==> src/pbic_pkg.sv <==
// Types and constants of the pot and button input conditioner.
package pbic_pkg;

  localparam int unsigned CFG_IDX_W  = 3;
  localparam int unsigned CFG_DATA_W = 16;

  localparam logic [CFG_IDX_W-1:0] CFG_EMA_NUM    = 3'd0;
  localparam logic [CFG_IDX_W-1:0] CFG_EMA_DEN    = 3'd1;
  localparam logic [CFG_IDX_W-1:0] CFG_DEBOUNCE   = 3'd2;
  localparam logic [CFG_IDX_W-1:0] CFG_BTN_LEVEL  = 3'd3;
  localparam logic [CFG_IDX_W-1:0] CFG_DIAG_LEVEL = 3'd4;

  // 12-bit converter; cursor and zone arithmetic in the datapath assume this value
  localparam int unsigned ADC_FULL_SCALE = 4095;

  // EMA divider: weighted sum reaches 31 * 4095 (17 bits), divisor up to 31.
  localparam int unsigned DIV_DVD_W = 17;
  localparam int unsigned DIV_DVS_W = 5;
  localparam int unsigned DIV_CNT_W = 5;

  localparam logic [DIV_CNT_W-1:0] EMA_ITERS = 5'd17;

  typedef enum logic [2:0] {
    S_IDLE,
    S_MUL,
    S_EGO,
    S_EDIV,
    S_UPD,
    S_FIN
  } ctrl_state_e;

  typedef struct packed {
    logic load_in;
    logic mul;
    logic div_go;
    logic update;
    logic load_out;
  } dp_cmd_t;

endpackage

==> src/pbic_div.sv <==
// Restoring divider, one quotient bit per cycle, used for the EMA division.
module pbic_div import pbic_pkg::*; (
  input  logic                 clk_i,
  input  logic                 rst_ni,
  input  logic                 start_i,
  input  logic [DIV_DVD_W-1:0] dividend_i,
  input  logic [DIV_DVS_W-1:0] divisor_i,
  input  logic [DIV_CNT_W-1:0] iters_i,
  output logic [DIV_DVD_W-1:0] quotient_o,
  output logic                 done_o
);

  logic [DIV_DVD_W-1:0] work_q, work_d;
  logic [DIV_DVS_W-1:0] rem_q, rem_d;
  logic [DIV_DVS_W-1:0] dvs_q;
  logic [DIV_CNT_W-1:0] cnt_q;
  logic [DIV_DVS_W:0]   trial;
  logic                 fits;

  // Dividend bits leave at the top, quotient bits enter at the bottom.
  assign trial = {rem_q, work_q[DIV_DVD_W-1]};
  assign fits  = trial >= {1'b0, dvs_q};

  always_comb begin
    rem_d  = fits ? DIV_DVS_W'(trial - {1'b0, dvs_q}) : trial[DIV_DVS_W-1:0];
    work_d = {work_q[DIV_DVD_W-2:0], fits};
  end

  always_ff @(posedge clk_i or negedge rst_ni) begin
    if (!rst_ni) begin
      cnt_q <= '0;
    end else if (start_i) begin
      cnt_q <= iters_i;
    end else if (cnt_q != '0) begin
      cnt_q <= cnt_q - 1'b1;
    end
  end

  always_ff @(posedge clk_i) begin
    if (start_i) begin
      work_q <= dividend_i;
      rem_q  <= '0;
      dvs_q  <= divisor_i;
    end else if (cnt_q != '0) begin
      work_q <= work_d;
      rem_q  <= rem_d;
    end
  end

  assign quotient_o = work_q;
  assign done_o     = cnt_q == '0;

endmodule

==> src/pbic_dp.sv <==
// Datapath: config registers, filter state, debounce, click latch, result register.
module pbic_dp import pbic_pkg::*; (
  input  logic                  clk_i,
  input  logic                  rst_ni,
  input  logic                  cfg_valid_i,
  input  logic [CFG_IDX_W-1:0]  cfg_index_i,
  input  logic [CFG_DATA_W-1:0] cfg_data_i,
  input  logic [31:0]           now_time_i,
  input  logic [11:0]           adc_sample_i,
  input  logic                  button_level_i,
  input  logic                  diag_level_i,
  input  logic [7:0]            zone_count_i,
  input  logic                  take_click_i,
  input  dp_cmd_t               cmd_i,
  output logic                  div_done_o,
  output logic [11:0]           smoothed_level_o,
  output logic [15:0]           cursor_position_o,
  output logic                  at_left_o,
  output logic                  at_right_o,
  output logic [31:0]           edge_change_time_o,
  output logic                  button_pressed_o,
  output logic                  diag_active_o,
  output logic [7:0]            zone_index_o,
  output logic                  clicked_o,
  output logic [31:0]           last_click_time_o
);

  localparam logic [11:0] FS      = 12'(ADC_FULL_SCALE);
  localparam logic [11:0] LO_EDGE = 12'(ADC_FULL_SCALE / 20);
  localparam logic [11:0] HI_EDGE = 12'(ADC_FULL_SCALE - ADC_FULL_SCALE / 20);
  // 65535 / 4095 = 16 + 1/273; level * 3841 >> 20 gives floor(level / 273) exactly
  // for every 12-bit level
  localparam logic [11:0] CUR_RECIP = 12'd3841;

  // config
  logic [3:0]  ema_num_q;
  logic [4:0]  ema_den_q;
  logic [15:0] debounce_q;
  logic        btn_lvl_q;
  logic        diag_lvl_q;

  // captured item
  logic [31:0] now_q;
  logic [11:0] sample_q;
  logic        btn_q;
  logic        diag_q;
  logic [7:0]  zones_q;
  logic        take_q;

  // filter and button state
  logic [11:0] avg_q;
  logic        seeded_q;
  logic        left_q, right_q;
  logic [31:0] edge_q;
  logic        stable_q;
  logic [31:0] change_q;
  logic        click_q;
  logic [31:0] press_q;
  logic        clicked_q;

  logic [16:0] sum_q;

  // result register
  logic [11:0] res_level_q;
  logic [15:0] res_cursor_q;
  logic        res_left_q, res_right_q;
  logic [31:0] res_edge_q;
  logic        res_pressed_q;
  logic        res_diag_q;
  logic [7:0]  res_zone_q;
  logic        res_clicked_q;
  logic [31:0] res_click_time_q;

  logic [4:0]           den_eff, num_eff;
  logic [16:0]          prod_a, prod_b;
  logic [19:0]          zone_prod;
  logic [23:0]          cur_prod;
  logic [15:0]          cursor_val;
  logic [DIV_DVD_W-1:0] quot;

  logic [11:0] ema_clamp, seed_clamp, avg_new;
  logic        lo_hit, hi_hit;
  logic        pressed;
  logic [31:0] elapsed;
  logic        click_set;
  logic [7:0]  zone_val;

  always_ff @(posedge clk_i or negedge rst_ni) begin
    if (!rst_ni) begin
      ema_num_q  <= 4'd1;
      ema_den_q  <= 5'd4;
      debounce_q <= 16'd50;
      btn_lvl_q  <= 1'b0;
      diag_lvl_q <= 1'b0;
    end else if (cfg_valid_i) begin
      case (cfg_index_i)
        CFG_EMA_NUM:    ema_num_q  <= cfg_data_i[3:0];
        CFG_EMA_DEN:    ema_den_q  <= cfg_data_i[4:0];
        CFG_DEBOUNCE:   debounce_q <= cfg_data_i;
        CFG_BTN_LEVEL:  btn_lvl_q  <= cfg_data_i[0];
        CFG_DIAG_LEVEL: diag_lvl_q <= cfg_data_i[0];
        default: ;
      endcase
    end
  end

  always_ff @(posedge clk_i) begin
    if (cmd_i.load_in) begin
      now_q    <= now_time_i;
      sample_q <= adc_sample_i;
      btn_q    <= button_level_i;
      diag_q   <= diag_level_i;
      zones_q  <= zone_count_i;
      take_q   <= take_click_i;
    end
  end

  // EMA weights: zero denominator acts as one, numerator capped at denominator
  assign den_eff = (ema_den_q == 5'd0) ? 5'd1 : ema_den_q;
  assign num_eff = ({1'b0, ema_num_q} > den_eff) ? den_eff : {1'b0, ema_num_q};
  assign prod_a  = 17'(num_eff) * 17'(sample_q);
  assign prod_b  = 17'(den_eff - num_eff) * 17'(avg_q);

  always_ff @(posedge clk_i) begin
    if (cmd_i.mul) begin
      sum_q <= prod_a + prod_b;
    end
  end

  pbic_div u_div (
    .clk_i      (clk_i),
    .rst_ni     (rst_ni),
    .start_i    (cmd_i.div_go),
    .dividend_i (sum_q),
    .divisor_i  (den_eff),
    .iters_i    (EMA_ITERS),
    .quotient_o (quot),
    .done_o     (div_done_o)
  );

  always_comb begin
    ema_clamp  = (quot > 17'(FS)) ? FS : quot[11:0];
    seed_clamp = (sample_q > FS) ? FS : sample_q;
    avg_new    = seeded_q ? ema_clamp : seed_clamp;
    lo_hit     = avg_new <= LO_EDGE;
    hi_hit     = avg_new >= HI_EDGE;
    pressed    = btn_q == btn_lvl_q;
    elapsed    = now_q - change_q;       // wraps cleanly modulo 2^32
    click_set  = click_q;
    if (pressed != stable_q && elapsed >= {16'd0, debounce_q} && pressed) begin
      click_set = 1'b1;
    end
  end

  always_ff @(posedge clk_i or negedge rst_ni) begin
    if (!rst_ni) begin
      avg_q     <= '0;
      seeded_q  <= 1'b0;
      left_q    <= 1'b1;
      right_q   <= 1'b0;
      edge_q    <= '0;
      stable_q  <= 1'b0;
      change_q  <= '0;
      click_q   <= 1'b0;
      press_q   <= '0;
      clicked_q <= 1'b0;
    end else if (cmd_i.update) begin
      avg_q    <= avg_new;
      seeded_q <= 1'b1;
      left_q   <= lo_hit;
      right_q  <= hi_hit;
      if (lo_hit != left_q || hi_hit != right_q) begin
        edge_q <= now_q;
      end
      // any raw change restarts the window, accepted or not
      if (pressed != stable_q) begin
        change_q <= now_q;
        if (elapsed >= {16'd0, debounce_q}) begin
          stable_q <= pressed;
          if (pressed) begin
            press_q <= now_q;
          end
        end
      end
      click_q   <= click_set && !take_q;
      clicked_q <= click_set && take_q;
    end
  end

  // cursor = level * 65535 / 4095 = level * 16 + floor(level / 273)
  assign cur_prod   = 24'(avg_q) * 24'(CUR_RECIP);
  assign cursor_val = {avg_q, 4'd0} + 16'(cur_prod[23:20]);

  // zone = level * zones / 4096
  assign zone_prod = 20'(avg_q) * 20'(zones_q);

  always_comb begin
    if (zones_q == 8'd0) begin
      zone_val = 8'd0;
    end else if (zone_prod[19:12] >= zones_q) begin
      zone_val = zones_q - 8'd1;
    end else begin
      zone_val = zone_prod[19:12];
    end
  end

  always_ff @(posedge clk_i) begin
    if (cmd_i.load_out) begin
      res_level_q      <= avg_q;
      res_cursor_q     <= cursor_val;
      res_left_q       <= left_q;
      res_right_q      <= right_q;
      res_edge_q       <= edge_q;
      res_pressed_q    <= stable_q;
      res_diag_q       <= diag_q == diag_lvl_q;
      res_zone_q       <= zone_val;
      res_clicked_q    <= clicked_q;
      res_click_time_q <= press_q;
    end
  end

  assign smoothed_level_o   = res_level_q;
  assign cursor_position_o  = res_cursor_q;
  assign at_left_o          = res_left_q;
  assign at_right_o         = res_right_q;
  assign edge_change_time_o = res_edge_q;
  assign button_pressed_o   = res_pressed_q;
  assign diag_active_o      = res_diag_q;
  assign zone_index_o       = res_zone_q;
  assign clicked_o          = res_clicked_q;
  assign last_click_time_o  = res_click_time_q;

endmodule

==> src/pbic_ctrl.sv <==
// Sequencer: steps one item through multiply, EMA division, update and result load.
module pbic_ctrl import pbic_pkg::*; (
  input  logic    clk_i,
  input  logic    rst_ni,
  input  logic    in_valid_i,
  output logic    in_ready_o,
  output logic    out_valid_o,
  input  logic    out_ready_i,
  input  logic    div_done_i,
  output dp_cmd_t cmd_o
);

  ctrl_state_e state_q, state_d;
  logic        out_valid_q, out_valid_d;
  logic        slot_free;

  assign slot_free = !out_valid_q || out_ready_i;

  always_comb begin
    state_d = state_q;
    case (state_q)
      S_IDLE: if (in_valid_i) state_d = S_MUL;
      S_MUL:  state_d = S_EGO;
      S_EGO:  state_d = S_EDIV;
      S_EDIV: if (div_done_i) state_d = S_UPD;
      S_UPD:  state_d = S_FIN;
      S_FIN:  if (slot_free) state_d = S_IDLE;
      default: state_d = S_IDLE;
    endcase
  end

  always_comb begin
    cmd_o      = '0;
    in_ready_o = 1'b0;
    case (state_q)
      S_IDLE: begin
        in_ready_o    = 1'b1;
        cmd_o.load_in = in_valid_i;
      end
      S_MUL:  cmd_o.mul = 1'b1;
      S_EGO:  cmd_o.div_go = 1'b1;
      S_UPD:  cmd_o.update = 1'b1;
      S_FIN:  cmd_o.load_out = slot_free;
      default: ;
    endcase
  end

  always_comb begin
    if (cmd_o.load_out) begin
      out_valid_d = 1'b1;
    end else if (out_ready_i) begin
      out_valid_d = 1'b0;
    end else begin
      out_valid_d = out_valid_q;
    end
  end

  always_ff @(posedge clk_i or negedge rst_ni) begin
    if (!rst_ni) begin
      state_q     <= S_IDLE;
      out_valid_q <= 1'b0;
    end else begin
      state_q     <= state_d;
      out_valid_q <= out_valid_d;
    end
  end

  assign out_valid_o = out_valid_q;

endmodule

==> src/pot_and_button_input_conditioner.sv <==
// Top level of the pot and button input conditioner.
//
//   channel | signals                      | direction | notes
//   in      | in_valid_i / in_ready_o      | sink      | one tick item
//   out     | out_valid_o / out_ready_i    | source    | one result item per tick
//   cfg     | cfg_valid_i / cfg_ready_o    | sink      | index + data, always ready
//
// One item at a time: each item passes through five sequencing steps and the
// one-bit-per-cycle EMA divider (17 iterations), which holds the sequencer until done.
// A finished result sits in the output register; the next item is accepted meanwhile
// and waits at its last step only if that register is still full.
// Reset is asynchronous, active low, and needs no clearing pass.
module pot_and_button_input_conditioner import pbic_pkg::*; (
  input  logic                  clk_i,
  input  logic                  rst_ni,
  input  logic                  cfg_valid_i,
  output logic                  cfg_ready_o,
  input  logic [CFG_IDX_W-1:0]  cfg_index_i,
  input  logic [CFG_DATA_W-1:0] cfg_data_i,
  input  logic                  in_valid_i,
  output logic                  in_ready_o,
  input  logic [31:0]           now_time_i,
  input  logic [11:0]           adc_sample_i,
  input  logic                  button_level_i,
  input  logic                  diag_level_i,
  input  logic [7:0]            zone_count_i,
  input  logic                  take_click_i,
  output logic                  out_valid_o,
  input  logic                  out_ready_i,
  output logic [11:0]           smoothed_level_o,
  output logic [15:0]           cursor_position_o,
  output logic                  at_left_o,
  output logic                  at_right_o,
  output logic [31:0]           edge_change_time_o,
  output logic                  button_pressed_o,
  output logic                  diag_active_o,
  output logic [7:0]            zone_index_o,
  output logic                  clicked_o,
  output logic [31:0]           last_click_time_o
);

  dp_cmd_t cmd;
  logic    div_done;

  assign cfg_ready_o = 1'b1;

  pbic_ctrl u_ctrl (
    .clk_i       (clk_i),
    .rst_ni      (rst_ni),
    .in_valid_i  (in_valid_i),
    .in_ready_o  (in_ready_o),
    .out_valid_o (out_valid_o),
    .out_ready_i (out_ready_i),
    .div_done_i  (div_done),
    .cmd_o       (cmd)
  );

  pbic_dp u_dp (
    .clk_i              (clk_i),
    .rst_ni             (rst_ni),
    .cfg_valid_i        (cfg_valid_i),
    .cfg_index_i        (cfg_index_i),
    .cfg_data_i         (cfg_data_i),
    .now_time_i         (now_time_i),
    .adc_sample_i       (adc_sample_i),
    .button_level_i     (button_level_i),
    .diag_level_i       (diag_level_i),
    .zone_count_i       (zone_count_i),
    .take_click_i       (take_click_i),
    .cmd_i              (cmd),
    .div_done_o         (div_done),
    .smoothed_level_o   (smoothed_level_o),
    .cursor_position_o  (cursor_position_o),
    .at_left_o          (at_left_o),
    .at_right_o         (at_right_o),
    .edge_change_time_o (edge_change_time_o),
    .button_pressed_o   (button_pressed_o),
    .diag_active_o      (diag_active_o),
    .zone_index_o       (zone_index_o),
    .clicked_o          (clicked_o),
    .last_click_time_o  (last_click_time_o)
  );

endmodule

==> config.mk <==
export PLATFORM = sky130hd
export DESIGN_NAME = pot_and_button_input_conditioner
export DESIGN_NICKNAME = d
export VERILOG_FILES = /design/src/pbic_pkg.sv /design/src/pbic_div.sv /design/src/pbic_dp.sv /design/src/pbic_ctrl.sv /design/src/pot_and_button_input_conditioner.sv
export SDC_FILE = /design/constraint.sdc
export NUM_CORES = 1
export LEC_CHECK = 0
export BUFFER_PORTS_ARGS = -buffer_cell sky130_fd_sc_hd__buf_2
export CORE_MARGIN = 2
export CORE_UTILIZATION = 33
export DETAILED_ROUTE_END_ITERATION = 16
export SLEW_MARGIN = 0
export SYNTH_ARGS = -nofsm -noshare
export SYNTH_HDL_FRONTEND = slang
export SYNTH_HIERARCHICAL = 1
export SYNTH_SLANG_ARGS = --single-unit
export TNS_END_PERCENT = 5
==> constraint.sdc <==
create_clock -name clk_i -period 8 [get_ports clk_i]
set_input_delay 1.2 -clock clk_i [delete_from_list [all_inputs] [get_ports clk_i]]
set_output_delay 1.2 -clock clk_i [all_outputs]
set_load 0.02 [all_outputs]
# Word-level counts from Yosys, hierarchy flattened
# Index checks and enable logic that the tools add are counted.
[classes] addsub=7 n_mul=4 order_cmp=8 eq_ne=17 n_mux=24 reduce_logical=26
[ops] cell="$mux W12" count=3
[ops] cell="$mux W17" count=2
[ops] cell="$ge A32 B16 Y1" count=1
[ops] cell="$sub A32 B32 Y32" count=1
[ops] cell="$mux W5" count=5
[ops] cell="$mul A12 B12 Y24 const B" count=1
[ops] cell="$mul A12 B8 Y20" count=1
[ops] cell="$pmux W3 S6" count=1
[ops] cell="$add A17 B17 Y17" count=1
[ops] cell="$gt A17 B12 Y1 const B" count=1
[ops] cell="$mul A17 B12 Y17" count=1
[ops] cell="$mul A5 B12 Y17" count=1
[ops] cell="$add A16 B4 Y16" count=1
[ops] cell="$reduce_and A2 Y1" count=7
[ops] cell="$eq A3 B2 Y1 const B" count=4
[ops] cell="$ge A12 B12 Y1 const B" count=1
[ops] cell="$gt A12 B12 Y1 const B" count=1
[ops] cell="$le A12 B8 Y1 const B" count=1
[ops] cell="$logic_not A5 Y1" count=2
[ops] cell="$eq A3 B3 Y1 const B" count=3
[ops] cell="$mux W1" count=9
[ops] cell="$mux W3" count=3
[ops] cell="$ge A8 B8 Y1" count=1
[ops] cell="$logic_not A8 Y1" count=1
[ops] cell="20 further kinds" count=33
[totals] reg_bits=354 input_bits=79 output_inout_bits=108 wordCells=124

# Depth between registers and ports, before layout
# Gate-level depths: netlist of the first run.
[logic_depth] word_depth=7 ltp_mapped=38 mapped_depth_nobuf=36

# Modules after synthesis
# The synthesis of the first run kept the hierarchy.
[modules_own_cells] module="pbic_dp" instances=1 cells_each=1952 area_per_inst_um2=21934.8 seq_area_each_um2=8490.6
[modules_own_cells] module="pbic_div" instances=1 cells_each=129 area_per_inst_um2=1626.6 seq_area_each_um2=885.8
[modules_own_cells] module="pbic_ctrl" instances=1 cells_each=25 area_per_inst_um2=229.0 seq_area_each_um2=100.1
[modules_own_cells] module="pot_and_button_input_conditioner" instances=1 cells_each=2 area_per_inst_um2=11.3 seq_area_each_um2=0.0

# Worst setup path after synthesis of the first run
# OpenSTA, ideal clock, no wires.
[synth_path] path_type="register to register" startpoint="register u_dp.ema_den_q[4]" endpoint="register u_dp.sum_q[16], data pin" setup_time_ps=260 t_arrival_ps=8244 required_ps=7740 path_slack_ps=-504 path_stages_with_launch=35 n_path_buf=2 synth_period_minus_slack_ps=8504 cell_sequence="dfrtp_1 > o41ai_1 > ha_1 > nor2b_1 > o21a_1 > o21a_1 > o21ai_1 > nor2_1 > a21oi_1 > clkbuf_1 > ha_1 > a21o_1 > a21o_1 > a211o_1 > clkbuf_1 > inv_1 > nand2_1 > fa_1 > fa_1 > inv_1 > fa_1 > fa_1 > inv_1 > fa_1 > inv_1 > ha_1 > a21oi_1 > o21bai_1 > a21oi_1 > o21ba_2 > o21ai_0 > o41ai_1 > o21bai_1 > a21oi_1 > xnor2_1"
[synth_via] elab_chain_len=7 elab_cells_between_ends=8 classes_between="add/sub: 2; mul: 2; order compare: 1; mux: 2; reduce/logical: 1"
[synth_lines] item="start: declaration" line="pbic_dp.sv:37" text="logic [4:0] ema_den_q;"
[synth_lines] item="start signal: assignment" line="pbic_dp.sv:98" text="CFG_EMA_DEN: ema_den_q <= cfg_data_i[4:0];"
[synth_lines] item="$logic_not A5 Y1 (*)" line="pbic_dp.sv:119" text="assign den_eff = (ema_den_q == 5'd0) ? 5'd1 : ema_den_q;"
[synth_lines] item="$mux W5 (*)" line="pbic_dp.sv:119"
[synth_lines] item="via u_dp.den_eff[0]" line="pbic_dp.sv:74" text="logic [4:0] den_eff, num_eff;"
[synth_lines] item="$gt A4 B5 Y1" line="pbic_dp.sv:120" text="assign num_eff = ({1'b0, ema_num_q} > den_eff) ? den_eff : {1'b0, ema_num_q};"
[synth_lines] item="$mux W5" line="pbic_dp.sv:120"
[synth_lines] item="$sub A5 B5 Y6" line="pbic_dp.sv:122" text="assign prod_b = 17'(den_eff - num_eff) * 17'(avg_q);"
[synth_lines] item="$mul A17 B12 Y17" line="pbic_dp.sv:122"
[synth_lines] item="$add A17 B17 Y17 (*)" line="pbic_dp.sv:126" text="sum_q <= prod_a + prod_b;"
[synth_lines] item="end signal: assignment" line="pbic_dp.sv:126"
[synth_lines] item="end: declaration" line="pbic_dp.sv:61" text="logic [16:0] sum_q;"
# Mark *: on every way through the listed nets, which the timed path passes. The rest lies on a longest branch.
# A chain may end at the register's enable or synchronous reset.

# Worst setup path after layout of the first run
[layout_path] startpoint="register u_dp.ema_den_q[4]" endpoint="register u_dp.sum_q[15], data pin"
# The elaborated chain is that of the path after synthesis.

==> results of run 1 <==
## what timing repair did
action | in CTS | in global routing
resized for setup | 1 | 34
setup buffers | 0 | 9
pin swaps | 0 | 23
gates cloned | 0 | 2
setup endpoints to repair | 2 | 5
## critical path: cells and delay by family, from the launching register on
family	cells	cell delay (ns)
fa+ha+maj	9	3.57
simple gates	2	0.22
xor+xnor	2	0.20
flops	1	0.41
compound gates	14	2.71
buf+inv	6	0.35
## worst paths after layout
kind | startpoint | endpoint | slack, ns | cells after the start
worst min register to register | u_dp/edge_q[25]$_DFFE_PN0P_ | u_dp/edge_change_time_o[25]$_DFFE_PP_ | 0.44 | 0
worst max register to register | u_dp/ema_den_q[4]$_DFFE_PN0P_ | u_dp/sum_q[15]$_DFFE_PP_ | 0.27 | 33
min in group asynchronous | rst_ni | u_dp/press_q[30]$_DFFE_PN0P_ | 0.72 | 1
worst min-delay path | u_dp/edge_q[25]$_DFFE_PN0P_ | u_dp/edge_change_time_o[25]$_DFFE_PP_ | 0.44 | 0
worst max-delay path | u_dp/ema_den_q[4]$_DFFE_PN0P_ | u_dp/sum_q[15]$_DFFE_PP_ | 0.27 | 33
max in group asynchronous | rst_ni | u_dp/edge_q[2]$_DFFE_PN0P_ | 5.93 | 2
## routing by layer
layer  wire length (um)  vias to the layer above  share of wire (%)
met2              27910                      457                 49
met5                 67                        -               0.12
met4               1351                       10                2.4
met3               3587                       98                6.3
li1                   -                     7492                  -
met1              24350                     8094                 43
## stage by stage
| stage | setup TNS (ns) | area [um^2] | hold WS, ns |
|---|---|---|---|
| after floorplan | 0 | 23880 | 0.4171 |
| after global placement | 0 | 25900 | 0.4265 |
| after detailed placement | -0.03981 | 25900 | 0.4320 |
| after CTS | 0 | 27250 | 0.4470 |
| after global routing | -0.05852 | 27490 | 0.4534 |
| final | 0 | 27490 | 0.4436 |
## logic make-up after synthesis
kind of cell	Yosys count
AND/OR/NAND/NOR	475
buffers and inverters	398
adder cells (fa/ha/maj)	392
flip-flops	342
AO/OA/AOI/OAI	301
multiplexers	125
XOR/XNOR	72
other	3
## cells in the final DEF, fill, tap and decap left out, drive strengths merged, types with 5 or more instances in the layout
master	n
clkinv	19
nand4	17
o41ai	5
and2	29
and3	5
clkbuf	49
dfxtp	5
o221ai	14
a31oi	7
a41oi	7
o21ai	86
inv	305
edfxtp	187
conb	18
nor2b	32
dfstp	6
nor2	130
ha	212
a21o	21
dfrtp	144
nand2b	22
mux2	123
o21bai	12
buf	238
fa	180
xor2	21
a21oi	63
o31ai	9
o21a	17
nor4	6
a211oi	15
nand2	165
nor3	24
xnor2	51
nand3	20
## registers in the layout, indices dropped and copies added, names as in the netlist, 8 cells and up
signal	flops
u_dp/smoothed_level_o	12
u_dp/last_click_time_o	32
u_dp/change_q	32
u_dp/debounce_q	16
u_dp/now_q	32
u_dp/zones_q	8
u_dp/zone_index_o	8
u_dp/sum_q	17
u_dp/edge_q	32
u_dp/edge_change_time_o	32
u_dp/avg_q	12
u_dp/u_div/quotient_o	17
u_dp/sample_q	12
u_dp/press_q	32
## layout make-up
class | count | area share (%)
flip-flops and latches | 342 | 34.47
multi-input cells | 1383 | 47.24
well taps | 950 | 4.323
repair buffers | 239 | 4.897
clock inverters | 23 | 1.006
clock buffers | 49 | 3.868
inverters | 306 | 4.196
==> results.md, run 1 <==
- Total Wirelength: 57270 um
- Utilization after layout: 38.46%
- Initial DRT Pass Iterations: 5
- Initial antenna violation count: 5
- CTS tree: built
- CTS clk-pin slew, worst paths: 0.06 ns
- Register area: 0.009477 mm^2
- Worst Skew: 0.02849 ns
- Max stage delay on crit path: 0.54 ns
- FF+latch count, synth: 342
- WP data required: 8.32 ns
- Cells after DPL: 3209
- Synth Instances: 2108
- Fillcell total: 6895
- Global-route wire length before repair: 91870 um
- CP max FO: 8
- Hold_buf cts: 0
- Largest family of logic cells by synthesized area: adder cells
- Setup WS pre-CTS: -0.02063 ns
- Core box area: 0.07149 mm^2
- Yosys cell types: 92
- Vias in the first global route: 16960
- Maximum root-to-sink buffer count: 3
- WP data arrival: 8.05 ns
- Grt ovf: 0
- Post-synth top cells: inv_1 (302), ha_1 (212), edfxtp_1 (187), fa_1 (180), nand2_1 (164)
- Asr flop ratio synth: 43.86%
- Hold Vio Cnt, Final: 0
- Die width: 272.6 um
- CTS buffer count: 39
- Slowest CP cell: fa_1
- Busiest grt layer: met2
- Worst setup SP type: flip-flop
- Met3 Use GR: 3.242%
- Starting density of the core: 33.30%
- Yosys warning count: 6
- Drt drc: 0
- Max-cap violations: 0
- Root Driver: clkbuf_16
- Total clock sinks: 342
- Die area: 0.07429 mm^2
- Min setup slack post-route: 0.2722 ns
- DRT iter0 DRCs: 1083
- FMAX: 129.4 MHz
- Post-route antenna net violation count: 0
- Post-synthesis sequential area ratio: 39.81%
- Critical Path Most Common Cell: inv_1
- Main synth FF type: edfxtp_1
- Post-Synth Simple-Gate Area: 9.431%
- Met2 Usage GRT: 26.49%
- Worst Tran Pin Value: 1.078 ns
- Synthesized cell area: 0.02380 mm^2
- GRT Util Overall: 15.54%
- Met1 Usage GRT: 20.02%
- Non-Filler Instances: 3292
- XOR/XNOR share of the synthesized area: 2.649%
- Die height: 272.6 um
- IO Pins: 187
- Vias: 16150
- Adder-Cell Fraction of Synth Area: 26.28%
- Minimum clock period: 7.728 ns
- DR vias/cell: 4.906
- H-tree levels: 2
- Final nets: 2782
- Clock Latency Late Sink: 0.59 ns
- Count leader, synth: inv_1
- Final slew viol count: 0
- Largest net degree at the start of global routing: 99
- Layout cells sized above 1: 20.84%
- Synth Area per Inst: 11.29 um^2
- Num rows: 98
- Drt wl/cell: 17.40 um
- Multi-input logic area: 0.01299 mm^2
- Mux share of post-synthesis cell area: 6.345%
- Synth top area cells: edfxtp_1 (24%), dfrtp_1 (15%), fa_1 (15%)
- Post-detail-place hpwl: 42900 um
- Final period util: 96.60%
- Cell taking the most area after synthesis: edfxtp_1
- I/O Buffers: 185
- Number of flops mapped to enable cells by yosys: 187
- Worst slew margin: 27.88%
- Worst hold-check path type: reg2reg
- Setup crit end kind: flip-flop
- Status: complete, no violations
- Ant diodes: 0
- Critical setup path kind: reg2reg
- Post-synthesis compound-gate area fraction: 8.569%
- Synth top area share: 23.59%
- Area grow syn2layout: 15.51%
- GPL Wtd Cong: 0.9024
- Setup violators final: 0
Power of run 1 is not shown: default switching activity piles up to over one toggle a cycle in this logic, so the estimate is an artifact.
==> inputs of run 2 (changes only) <==
clock period = 9.95 ns   (was 8 ns; I/O delays follow)
==> results.md, run 2 (synthesized netlist as in run 1, its figures left out) <==
- Status: complete, no violations
- FMAX: 107.7 MHz
- CP bufs+invs: 7
- H-tree levels: 2
- DR vias/cell: 4.862
- Clock Latency Late Sink: 0.59 ns
- RSZ-0062 raised after global routing: no
- Die height: 272.6 um
- Global-route wire length before repair: 91510 um
- Vias: 15840
- DRT iter0 DRCs: 999
- Hold Vio Cnt, Final: 0
- Final nets: 2747
- Cell family with most CP delay: adder cells
- Buffers inserted by post-CTS timing repair: 0
- Most frequent cells in the layout: inv_1 (302), ha_1 (212), edfxtp_1 (187)
- Final period util: 93.32%
- Largest net degree at the start of global routing: 94
- Worst Tran Pin Value: 1.123 ns
- CP max FO: 13
- Grt ovf: 0
- WP data arrival: 9.60 ns
- Min setup slack post-route: 0.6642 ns
- Fillcell total: 6940
- Post_cts resized: 0
- Placed Area: 0.02570 mm^2
- Register area: 0.009477 mm^2
- CTS tree: built
- Slowest CP cell: o41ai_1
- Drt drc: 0
- Setup crit end kind: flip-flop
- WP data required: 10.27 ns
- Max-cap violations: 0
- Num rows: 98
- Fin area: 0.02708 mm^2
- Layout cells sized above 1: 18.54%
- Max stage delay on crit path: 0.75 ns
- Initial antenna violation count: 6
- Multi-input logic area: 0.01281 mm^2
- Starting density of the core: 33.30%
- IO Pins: 187
- Worst hold-check path type: reg2reg
- I/O Buffers: 185
- Post-detail-place hpwl: 42620 um
- Drt wl/cell: 17.43 um
- Setup violators final: 0
- GPL Wtd Cong: 0.8950
- Hold_buf cts: 0
- Total clock sinks: 342
- Critical Path Most Common Cell: fa_1
- GRT Util Overall: 15.57%
- Area grow syn2layout: 13.78%
- Die width: 272.6 um
- Final slew viol count: 0
- Total Wirelength: 56800 um
- Core box area: 0.07149 mm^2
- CTS clk-pin slew, worst paths: 0.06 ns
- Critical setup path kind: reg2reg
- Maximum root-to-sink buffer count: 3
- Utilization after layout: 37.88%
- Worst Skew: 0.03041 ns
- Minimum clock period: 9.286 ns
- Post-route antenna net violation count: 0
- Die area: 0.07429 mm^2
- Vias in the first global route: 16770
- Worst slew margin: 24.88%
- CTS buffer count: 40
- Root Driver: clkbuf_16
- Ant diodes: 0
- Most common cell after layout, fill and taps aside: inv_1
- Setup WS pre-CTS: 0.7782 ns
- Worst setup SP type: flip-flop
- Initial DRT Pass Iterations: 5
- Final TNS setup: 0 ns
[run 2: cell types whose count changed in the layout (fill, tap and decap cells not counted), sizes merged]
cell and delta:
clkinv -4, clkbuf +3, inv +2, buf -35, clkinvlp +1, clkdlybuf4s15 -1
[run 2: worst paths after layout]
kind                                          startpoint  cells after the start  slack (ns)                              endpoint
setup / recovery           u_dp/ema_den_q[4]$_DFFE_PN0P_                     35        0.66              u_dp/sum_q[16]$_DFFE_PP_
hold / removal              u_dp/press_q[31]$_DFFE_PN0P_                      0        0.44  u_dp/last_click_time_o[31]$_DFFE_PP_
setup reg to reg           u_dp/ema_den_q[4]$_DFFE_PN0P_                     35        0.66              u_dp/sum_q[16]$_DFFE_PP_
hold reg to reg             u_dp/press_q[31]$_DFFE_PN0P_                      0        0.44  u_dp/last_click_time_o[31]$_DFFE_PP_
max in group asynchronous                         rst_ni                      2        7.65            u_dp/edge_q[3]$_DFFE_PN0P_
min in group asynchronous                         rst_ni                      1        0.98          u_dp/press_q[25]$_DFFE_PN0P_
[run 2: layout make-up]
| cell class | count | area share, % |
|---|---|---|
| Sequential cell | 342 | 34.99 |
| Tap cell | 950 | 4.389 |
| Inverter | 306 | 4.260 |
| Multi-Input combinational cell | 1383 | 47.30 |
| Clock inverter | 22 | 1.026 |
| Clock buffer | 52 | 4.089 |
| Timing Repair Buffer | 203 | 3.941 |
[run 2: through the flow]
step                      hold slack (ns)  std cells
after global routing               0.4500       3258
after detailed placement           0.4260       3184
final                              0.4391       3258
after CTS                          0.4385       3258
after floorplan                    0.4171       2123
after global placement             0.4249       3184
[run 2: layer usage]
metal  wire [um]  track usage [%]  share of wire [%]
met1       24410            19.90                 43
met2       27170            26.18                 48
met3        3492            3.436                6.1
met4        1666            5.017                2.9
met5          63                0               0.11
Power of run 2 is left out for the same reason.
